==> src/hsvrgb_pkg.sv <==
// ============================================================================
// hsvrgb_pkg - shared types and constants of the HSV to RGB converter
// Fixed-point formats, payload structs and pipeline stage records.
// ============================================================================
package hsvrgb_pkg;

    // Q1.15 one, full hue circle and one sector, all in input units
    localparam logic [15:0] Q_ONE      = 16'd32768;
    localparam logic [15:0] HUE_FULL   = 16'd23040;
    localparam int          REM_W      = 12;
    localparam logic [REM_W-1:0] HUE_SECTOR = 12'd3840;

    // remainder / 3840 = (x >> 8) / 15, the /15 done by reciprocal multiply
    localparam int          PROD_W      = 27;
    localparam int          PRE_SHIFT   = 8;
    localparam int          DIVIDEND_W  = PROD_W - PRE_SHIFT;
    localparam int          RECIP_W     = 21;
    localparam int          RECIP_SHIFT = 24;
    localparam logic [RECIP_W-1:0] RECIP15 = 21'd1118482;
    localparam int          QMUL_W      = DIVIDEND_W + RECIP_W;

    typedef enum logic [2:0] {
        SEC_R_TO_Y = 3'd0,
        SEC_Y_TO_G = 3'd1,
        SEC_G_TO_C = 3'd2,
        SEC_C_TO_B = 3'd3,
        SEC_B_TO_M = 3'd4,
        SEC_M_TO_R = 3'd5
    } t_sector;

    typedef struct packed {
        logic [15:0] hue;
        logic [15:0] saturation;
        logic [15:0] brightness;
    } t_hsv;

    typedef struct packed {
        logic [15:0] red;
        logic [15:0] green;
        logic [15:0] blue;
    } t_rgb;

    // after hue split and clamping
    typedef struct packed {
        t_sector          sector;
        logic [REM_W-1:0] rem;
        logic [15:0]      sat;
        logic [15:0]      val;
    } t_split;

    // raw saturation products and level p
    typedef struct packed {
        t_sector           sector;
        logic [PROD_W-1:0] sf_prod;
        logic [PROD_W-1:0] sg_prod;
        logic [15:0]       lvl_p;
        logic [15:0]       val;
    } t_prod;

    // s*f and s*(1-f) in Q1.15
    typedef struct packed {
        t_sector     sector;
        logic [15:0] sf;
        logic [15:0] sg;
        logic [15:0] lvl_p;
        logic [15:0] val;
    } t_frac;

    // all four levels ready for routing
    typedef struct packed {
        t_sector     sector;
        logic [15:0] lvl_p;
        logic [15:0] lvl_q;
        logic [15:0] lvl_t;
        logic [15:0] val;
    } t_level;

endpackage

==> src/hsvrgb_split.sv <==
// ============================================================================
// hsvrgb_split - hue sector split and input clamping
// Maps hues of 360 degrees and above to 0, finds sector and remainder, clamps s, v.
// ============================================================================
module hsvrgb_split (
    input  logic                i_clk,
    input  logic                i_rst_n,
    input  logic                i_valid,
    output logic                o_ready,
    input  hsvrgb_pkg::t_hsv    i_data,
    output logic                o_valid,
    input  logic                i_ready,
    output hsvrgb_pkg::t_split  o_data
);

    logic               r_valid;
    hsvrgb_pkg::t_split r_data;
    hsvrgb_pkg::t_split n_data;
    logic [15:0]        hue_w;
    logic [15:0]        base;
    logic [15:0]        rem_full;

    always_comb begin
        hue_w = (i_data.hue >= hsvrgb_pkg::HUE_FULL) ? 16'd0 : i_data.hue;
        priority if (hue_w < 16'd3840) begin
            n_data.sector = hsvrgb_pkg::SEC_R_TO_Y;
            base          = 16'd0;
        end else if (hue_w < 16'd7680) begin
            n_data.sector = hsvrgb_pkg::SEC_Y_TO_G;
            base          = 16'd3840;
        end else if (hue_w < 16'd11520) begin
            n_data.sector = hsvrgb_pkg::SEC_G_TO_C;
            base          = 16'd7680;
        end else if (hue_w < 16'd15360) begin
            n_data.sector = hsvrgb_pkg::SEC_C_TO_B;
            base          = 16'd11520;
        end else if (hue_w < 16'd19200) begin
            n_data.sector = hsvrgb_pkg::SEC_B_TO_M;
            base          = 16'd15360;
        end else begin
            n_data.sector = hsvrgb_pkg::SEC_M_TO_R;
            base          = 16'd19200;
        end
        rem_full   = hue_w - base;
        n_data.rem = rem_full[hsvrgb_pkg::REM_W-1:0];
        n_data.sat = (i_data.saturation > hsvrgb_pkg::Q_ONE) ? hsvrgb_pkg::Q_ONE
                                                             : i_data.saturation;
        n_data.val = (i_data.brightness > hsvrgb_pkg::Q_ONE) ? hsvrgb_pkg::Q_ONE
                                                             : i_data.brightness;
    end

    assign o_ready = !r_valid || i_ready;

    always_ff @(posedge i_clk) begin
        if (!i_rst_n) begin
            r_valid <= 1'b0;
        end else if (o_ready) begin
            r_valid <= i_valid;
        end
    end

    always_ff @(posedge i_clk) begin
        if (o_ready && i_valid) begin
            r_data <= n_data;
        end
    end

    assign o_valid = r_valid;
    assign o_data  = r_data;

endmodule

==> src/hsvrgb_frac.sv <==
// ============================================================================
// hsvrgb_frac - saturation times hue fraction
// Two stages: raw products with level p, then divide by the sector width.
// ============================================================================
module hsvrgb_frac (
    input  logic                i_clk,
    input  logic                i_rst_n,
    input  logic                i_valid,
    output logic                o_ready,
    input  hsvrgb_pkg::t_split  i_data,
    output logic                o_valid,
    input  logic                i_ready,
    output hsvrgb_pkg::t_frac   o_data
);

    logic              r_vld_prod;
    logic              r_vld_frac;
    logic              rdy_prod;
    logic              rdy_frac;
    hsvrgb_pkg::t_prod r_prod;
    hsvrgb_pkg::t_prod n_prod;
    hsvrgb_pkg::t_frac r_frac;
    hsvrgb_pkg::t_frac n_frac;

    logic [hsvrgb_pkg::REM_W-1:0]      rem_c;
    logic [hsvrgb_pkg::REM_W+15:0]     sf_wide;
    logic [hsvrgb_pkg::REM_W+15:0]     sg_wide;
    logic [31:0]                       p_wide;
    logic [15:0]                       one_m_s;
    logic [hsvrgb_pkg::DIVIDEND_W-1:0] sf_div;
    logic [hsvrgb_pkg::DIVIDEND_W-1:0] sg_div;
    logic [hsvrgb_pkg::QMUL_W-1:0]     sf_quo;
    logic [hsvrgb_pkg::QMUL_W-1:0]     sg_quo;

    // stage A: s*rem, s*(3840-rem), p = v*(1-s)
    always_comb begin
        rem_c          = hsvrgb_pkg::HUE_SECTOR - i_data.rem;
        one_m_s        = hsvrgb_pkg::Q_ONE - i_data.sat;
        sf_wide        = i_data.sat * i_data.rem;
        sg_wide        = i_data.sat * rem_c;
        p_wide         = i_data.val * one_m_s;
        n_prod.sector  = i_data.sector;
        n_prod.sf_prod = sf_wide[hsvrgb_pkg::PROD_W-1:0];
        n_prod.sg_prod = sg_wide[hsvrgb_pkg::PROD_W-1:0];
        n_prod.lvl_p   = p_wide[30:15];
        n_prod.val     = i_data.val;
    end

    // stage B: floor(x / 3840) = floor((x >> 8) * ceil(2^24/15) >> 24)
    always_comb begin
        sf_div = r_prod.sf_prod[hsvrgb_pkg::PROD_W-1:hsvrgb_pkg::PRE_SHIFT];
        sg_div = r_prod.sg_prod[hsvrgb_pkg::PROD_W-1:hsvrgb_pkg::PRE_SHIFT];
        sf_quo = hsvrgb_pkg::QMUL_W'(sf_div) * hsvrgb_pkg::QMUL_W'(hsvrgb_pkg::RECIP15);
        sg_quo = hsvrgb_pkg::QMUL_W'(sg_div) * hsvrgb_pkg::QMUL_W'(hsvrgb_pkg::RECIP15);
        n_frac.sector = r_prod.sector;
        n_frac.sf     = sf_quo[hsvrgb_pkg::RECIP_SHIFT+15:hsvrgb_pkg::RECIP_SHIFT];
        n_frac.sg     = sg_quo[hsvrgb_pkg::RECIP_SHIFT+15:hsvrgb_pkg::RECIP_SHIFT];
        n_frac.lvl_p  = r_prod.lvl_p;
        n_frac.val    = r_prod.val;
    end

    assign rdy_frac = !r_vld_frac || i_ready;
    assign rdy_prod = !r_vld_prod || rdy_frac;
    assign o_ready  = rdy_prod;

    always_ff @(posedge i_clk) begin
        if (!i_rst_n) begin
            r_vld_prod <= 1'b0;
            r_vld_frac <= 1'b0;
        end else begin
            if (rdy_prod) begin
                r_vld_prod <= i_valid;
            end
            if (rdy_frac) begin
                r_vld_frac <= r_vld_prod;
            end
        end
    end

    always_ff @(posedge i_clk) begin
        if (rdy_prod && i_valid) begin
            r_prod <= n_prod;
        end
        if (rdy_frac && r_vld_prod) begin
            r_frac <= n_frac;
        end
    end

    assign o_valid = r_vld_frac;
    assign o_data  = r_frac;

endmodule

==> src/hsvrgb_route.sv <==
// ============================================================================
// hsvrgb_route - levels q and t, sector routing, output register
// Two stages: the value products, then the RGB select into the output.
// ============================================================================
module hsvrgb_route (
    input  logic                i_clk,
    input  logic                i_rst_n,
    input  logic                i_valid,
    output logic                o_ready,
    input  hsvrgb_pkg::t_frac   i_data,
    output logic                o_valid,
    input  logic                i_ready,
    output hsvrgb_pkg::t_rgb    o_data
);

    logic               r_vld_lvl;
    logic               r_vld_out;
    logic               rdy_lvl;
    logic               rdy_out;
    hsvrgb_pkg::t_level r_lvl;
    hsvrgb_pkg::t_level n_lvl;
    hsvrgb_pkg::t_rgb   r_out;
    hsvrgb_pkg::t_rgb   n_out;
    logic [15:0]        one_m_sf;
    logic [15:0]        one_m_sg;
    logic [31:0]        q_wide;
    logic [31:0]        t_wide;

    always_comb begin
        one_m_sf     = hsvrgb_pkg::Q_ONE - i_data.sf;
        one_m_sg     = hsvrgb_pkg::Q_ONE - i_data.sg;
        q_wide       = i_data.val * one_m_sf;
        t_wide       = i_data.val * one_m_sg;
        n_lvl.sector = i_data.sector;
        n_lvl.lvl_p  = i_data.lvl_p;
        n_lvl.lvl_q  = q_wide[30:15];
        n_lvl.lvl_t  = t_wide[30:15];
        n_lvl.val    = i_data.val;
    end

    always_comb begin
        unique case (r_lvl.sector)
            hsvrgb_pkg::SEC_R_TO_Y: n_out = '{r_lvl.val,   r_lvl.lvl_t, r_lvl.lvl_p};
            hsvrgb_pkg::SEC_Y_TO_G: n_out = '{r_lvl.lvl_q, r_lvl.val,   r_lvl.lvl_p};
            hsvrgb_pkg::SEC_G_TO_C: n_out = '{r_lvl.lvl_p, r_lvl.val,   r_lvl.lvl_t};
            hsvrgb_pkg::SEC_C_TO_B: n_out = '{r_lvl.lvl_p, r_lvl.lvl_q, r_lvl.val};
            hsvrgb_pkg::SEC_B_TO_M: n_out = '{r_lvl.lvl_t, r_lvl.lvl_p, r_lvl.val};
            default:                n_out = '{r_lvl.val,   r_lvl.lvl_p, r_lvl.lvl_q};
        endcase
    end

    assign rdy_out = !r_vld_out || i_ready;
    assign rdy_lvl = !r_vld_lvl || rdy_out;
    assign o_ready = rdy_lvl;

    always_ff @(posedge i_clk) begin
        if (!i_rst_n) begin
            r_vld_lvl <= 1'b0;
            r_vld_out <= 1'b0;
        end else begin
            if (rdy_lvl) begin
                r_vld_lvl <= i_valid;
            end
            if (rdy_out) begin
                r_vld_out <= r_vld_lvl;
            end
        end
    end

    always_ff @(posedge i_clk) begin
        if (rdy_lvl && i_valid) begin
            r_lvl <= n_lvl;
        end
        if (rdy_out && r_vld_lvl) begin
            r_out <= n_out;
        end
    end

    assign o_valid = r_vld_out;
    assign o_data  = r_out;

endmodule

==> src/hsv_to_rgb_converter_unit.sv <==
// ============================================================================
// hsv_to_rgb_converter_unit - fixed-point HSV to RGB pixel converter
// Five-stage pipeline, one pixel in and one pixel out per clock.
// ============================================================================
//
//  Channel   Direction  Handshake            Request
//  --------  ---------  -------------------  -------------------------------
//  i_hsv     in         i_valid / o_ready    hue, saturation, brightness
//  o_rgb     out        o_valid / i_ready    red, green, blue (Q1.15)
//
//  A request passes the split, prod, frac, lvl and out registers in turn;
//  a new request is taken every cycle while the consumer keeps i_ready high.
//  Depth is set by the multiplier chain: s*f, the divide by the sector
//  width (reciprocal multiply), v*(1-x), then the sector select.
//  Synchronous active-low reset clears only the stage valid bits.
//  Each stage holds its request while the stage after it is full and
//  stalled, and loads whenever it is empty, so bubbles close up.
//
module hsv_to_rgb_converter_unit (
    input  logic              i_clk,
    input  logic              i_rst_n,
    input  logic              i_valid,
    output logic              o_ready,
    input  hsvrgb_pkg::t_hsv  i_hsv,
    output logic              o_valid,
    input  logic              i_ready,
    output hsvrgb_pkg::t_rgb  o_rgb
);

    logic               split_valid;
    logic               split_ready;
    hsvrgb_pkg::t_split split_data;
    logic               frac_valid;
    logic               frac_ready;
    hsvrgb_pkg::t_frac  frac_data;

    // stage 1: wrap hue, split into sector and remainder, clamp s and v
    hsvrgb_split u_split (
        .i_clk   (i_clk),
        .i_rst_n (i_rst_n),
        .i_valid (i_valid),
        .o_ready (o_ready),
        .i_data  (i_hsv),
        .o_valid (split_valid),
        .i_ready (split_ready),
        .o_data  (split_data)
    );

    // stages 2 and 3: s*f, s*(1-f) and p
    hsvrgb_frac u_frac (
        .i_clk   (i_clk),
        .i_rst_n (i_rst_n),
        .i_valid (split_valid),
        .o_ready (split_ready),
        .i_data  (split_data),
        .o_valid (frac_valid),
        .i_ready (frac_ready),
        .o_data  (frac_data)
    );

    // stages 4 and 5: q and t, then route by sector into the output register
    hsvrgb_route u_route (
        .i_clk   (i_clk),
        .i_rst_n (i_rst_n),
        .i_valid (frac_valid),
        .o_ready (frac_ready),
        .i_data  (frac_data),
        .o_valid (o_valid),
        .i_ready (i_ready),
        .o_data  (o_rgb)
    );

    // drop all requests in flight on reset
    a_reset_empty: assert property (@(posedge i_clk)
        !i_rst_n |=> !o_valid)
        else $error("output valid right after reset");

    // every component stays within Q1.15 one
    a_range: assert property (@(posedge i_clk) disable iff (!i_rst_n)
        o_valid |-> (o_rgb.red <= hsvrgb_pkg::Q_ONE) && (o_rgb.green <= hsvrgb_pkg::Q_ONE)
                    && (o_rgb.blue <= hsvrgb_pkg::Q_ONE))
        else $error("color component above one");

    // a ready consumer never back-pressures the input
    a_no_false_stall: assert property (@(posedge i_clk) disable iff (!i_rst_n)
        i_ready |-> o_ready)
        else $error("input stalled while output side is ready");

    // input stalls only when the first stage holds a request
    a_stall_cause: assert property (@(posedge i_clk) disable iff (!i_rst_n)
        !o_ready |-> split_valid && !split_ready)
        else $error("input stalled with first stage free");

endmodule
==> config.mk <==
export PLATFORM = sky130hd
export DESIGN_NAME = hsv_to_rgb_converter_unit
export DESIGN_NICKNAME = d
export VERILOG_FILES = /design/src/hsvrgb_pkg.sv /design/src/hsvrgb_split.sv /design/src/hsvrgb_frac.sv /design/src/hsvrgb_route.sv /design/src/hsv_to_rgb_converter_unit.sv
export SDC_FILE = /design/constraint.sdc
export NUM_CORES = 2
export LEC_CHECK = 0
export CAP_MARGIN = 15
export CORE_MARGIN = 3
export CORE_UTILIZATION = 67
export DETAILED_ROUTE_END_ITERATION = 10
export DONT_BUFFER_PORTS = 1
export GPL_ROUTABILITY_DRIVEN = 0
export GPL_TIMING_DRIVEN = 1
export PLACE_DENSITY_LB_ADDON = 0.3
export SLEW_MARGIN = 20
export SYNTH_ARGS = -nofsm -noshare
export SYNTH_HDL_FRONTEND = slang
export SYNTH_SLANG_ARGS = --single-unit
==> constraint.sdc <==
create_clock -name i_clk -period 9.5 [get_ports i_clk]
set_clock_uncertainty 0.05 [all_clocks]
set_input_delay 0.475 -clock i_clk [delete_from_list [all_inputs] [get_ports i_clk]]
set_output_delay 0.475 -clock i_clk [all_outputs]
set_load 0.02 [all_outputs]
==> flow_summary.yaml <==
routing:
  vias: 37300
  ant_nets: 0
  first_pass_iters: 6
  avgRoutedWirePerCell_um: 19.1
  drt_iter0_drc: 2623
  drcViolationCount: 0
  vias_per_cell: 5.82
  routed_wl_um: 123000
clocking:
  clock_sinks: 307
  clkLatencyLatePin_ps: 580
  cts_resized: 0
  cts_buffers: 35
  cts-root-buf: "clkbuf_16"
  cts_tree: "built"
  clk_pin_slew_ps: 70
  cts_buffer_depth: 3
  h-tree-depth: 2
sta:
  max-slew-margin-rel_pct: 24.4
  clock.fmax_mhz: 123
  setup_ws_ps: 1380
  slew_violations: 0
  period_share_pct: 85.5
  max_slew.worst_pin.slew_ps: 1130
  final.setup.tns_ps: 0
  fin_crit_ps: 8120
  rsz0062_at_grt: "no"
  hold_viol: 0
  finalSetupViolCount: 0
floorplan:
  start_util_pct: 68.3
  ios: 102
  die_y_um: 288
  die_area_um2: 83200
  rows: 102
  core_um2: 78200
  fp.dieW_um: 288
global_route:
  grt_util_all_layers_pct: 30.8
  grt_max_degree: 84
  antenna_found_initial: 1
  grt_pass1_wl_um: 203000
  grt_overflow: 0
  first_global_vias: 40300
setup_path:
  critPathLaunchType: "flip-flop"
  crit_arrival_ps: 8380
  required_ps: 9760
  endpoint_kind: "flip-flop"
  cp_slowest_stage_delay_ps: 510
  critPathMaxFanout: 27
  crit_top_cell: "fa_1"
  crit_slowest_cell: "nor4b_2"
  crit_type: "reg -> reg"
synthesis:
  synthesis.nets: 7062
  synth.largest_area_cell: "fa_1"
  synth.area.top_cells: "fa_1 (35%), edfxtp_1 (17%), ha_1 (15%)"
  syn_avg_cell_area_um2: 9.80
  ys_async_sr_fraction_pct: 0
  ys_warn_count: 0
  synth_top_area_share_pct: 34.9
  yosys_register_bits: 307
  syn_inst: 5453
  synth_edf_count: 302
  synth_area_um2: 53400
  seq_area_frac_synth_pct: 17.2
  ys.flop_type: "edfxtp_1"
  synth_commonest_cells: "inv_1 (1112), fa_1 (931), nand2_1 (700)"
  synth_most_common_cell: "inv_1"
  synth.distinct_cells: 75
final_layout:
  drive_gt1_share_pct: 3.79
  fillers: 5550
  area_growth_syn_to_layout_pct: 4.48
  fin_nets: 6959
flow_run:
  maxCapViolations: 0
run_status:
  status: "completed"
place:
  dp_worst_setup_slack_ps: 1540
  port_buffers: 0
  dp_hpwl_um: 94000
min_path:
  hp-class: "in -> reg"
## metal layers
layer / vias to the layer above / share of wire [%] / track usage [%]
li1: 16700 / - / -
met1: 18700 / 40 / 40.5
met2: 1573 / 48 / 51.1
met3: 331 / 8.2 / 5.41
met4: 0 / 4.1 / 12.3
met5: - / 0 / 0
## logic make-up (layout without fill, tap and decap cells)
group / after synthesis / in the layout / synth area share, %
simple gates: 1604 / 1604 / 14.8
fa+ha+maj: 1557 / 1557 / 49.5
buf+inv: 1348 / 1272 / 9.48
compound gates: 398 / 398 / 4.96
flops: 307 / 307 / 17.2
xor+xnor: 175 / 175 / 2.88
mux: 64 / 64 / 1.24
other cells: 0 / 2 / 0
## worst max-delay path: cells and delay by family, from the launching register on
kind,cells,cell delay (ps)
fa+ha+maj,7,3160
compound gates,7,1700
simple gates,6,1570
buf+inv,5,640
flops,1,360
xor+xnor,2,340
## layout make-up
type                    instances  area (um2)  share of cell area (%)
clock inverters                22         206                   0.370
repair buffers                 96         748                    1.34
clock buffers                  42         912                    1.63
multi-input cells            3798       39300                    70.4
diodes                          2        5.00                 0.00896
inverters                    1112        4170                    7.47
well taps                    1040        1300                    2.33
flip-flops and latches        307        9170                    16.4
## worst paths after layout
check	from	endpoint	slack, ps	cells after the start
min reg2reg	u_frac.n_frac[65]	u_frac.o_data[65]	370	0
max reg2reg	u_split.o_data[18]	u_frac.n_frac[31]	1380	27
max	u_split.o_data[18]	u_frac.n_frac[31]	1380	27
min	i_hsv[31]	u_split.o_data[26]	30	1
## registers in the layout (all words and copies together), names as in the netlist
name	cells
u_split.o_valid	1
u_route.o_valid	1
u_split.o_data	47
u_frac.r_prod	38
u_frac.r_vld_prod	1
u_frac.o_valid	1
u_frac.o_data	67
u_route.r_lvl	67
u_route.o_data	48
u_route.r_vld_lvl	1
u_frac.n_frac	35
## repair_timing
action	in CTS	in global routing
hold endpoints to repair	7	0
setup buffers	0	0
hold buffers	3	0
## placed cells by master (no fill, tap or decap), types with 12 or more instances in the layout
master	count
nand2_1	700
mux2i_1	48
a211oi_1	19
edfxtp_1	302
nor2_1	160
fa_1	931
nand4_1	18
nor4_1	17
a221o_1	17
ha_1	626
nor2b_1	63
o21ai_0	55
o21a_1	28
a21oi_1	126
clkbuf_16	35
mux2_2	16
xnor2_1	119
nor3b_1	20
xor2_1	48
inv_1	1112
a22oi_1	17
nand3_1	25
and2_1	493
buf_4	92
nor3_1	49
a21o_1	47
a31oi_1	17
and3_1	12
## metrics by stage
stage,instances,util [%],cell area [um2],hold slack [ps]
after detailed placement,6349,69.8,54600,355
final,6419,71.4,55800,33.3
after global routing,6417,71.4,55800,16.2
after CTS,6416,71.3,55800,7.20
after floorplan,5453,-,53400,350
after global placement,6349,69.8,54600,351
Power is not shown: default switching activity piles up to over one toggle a cycle in this logic, so the estimate is an artifact.
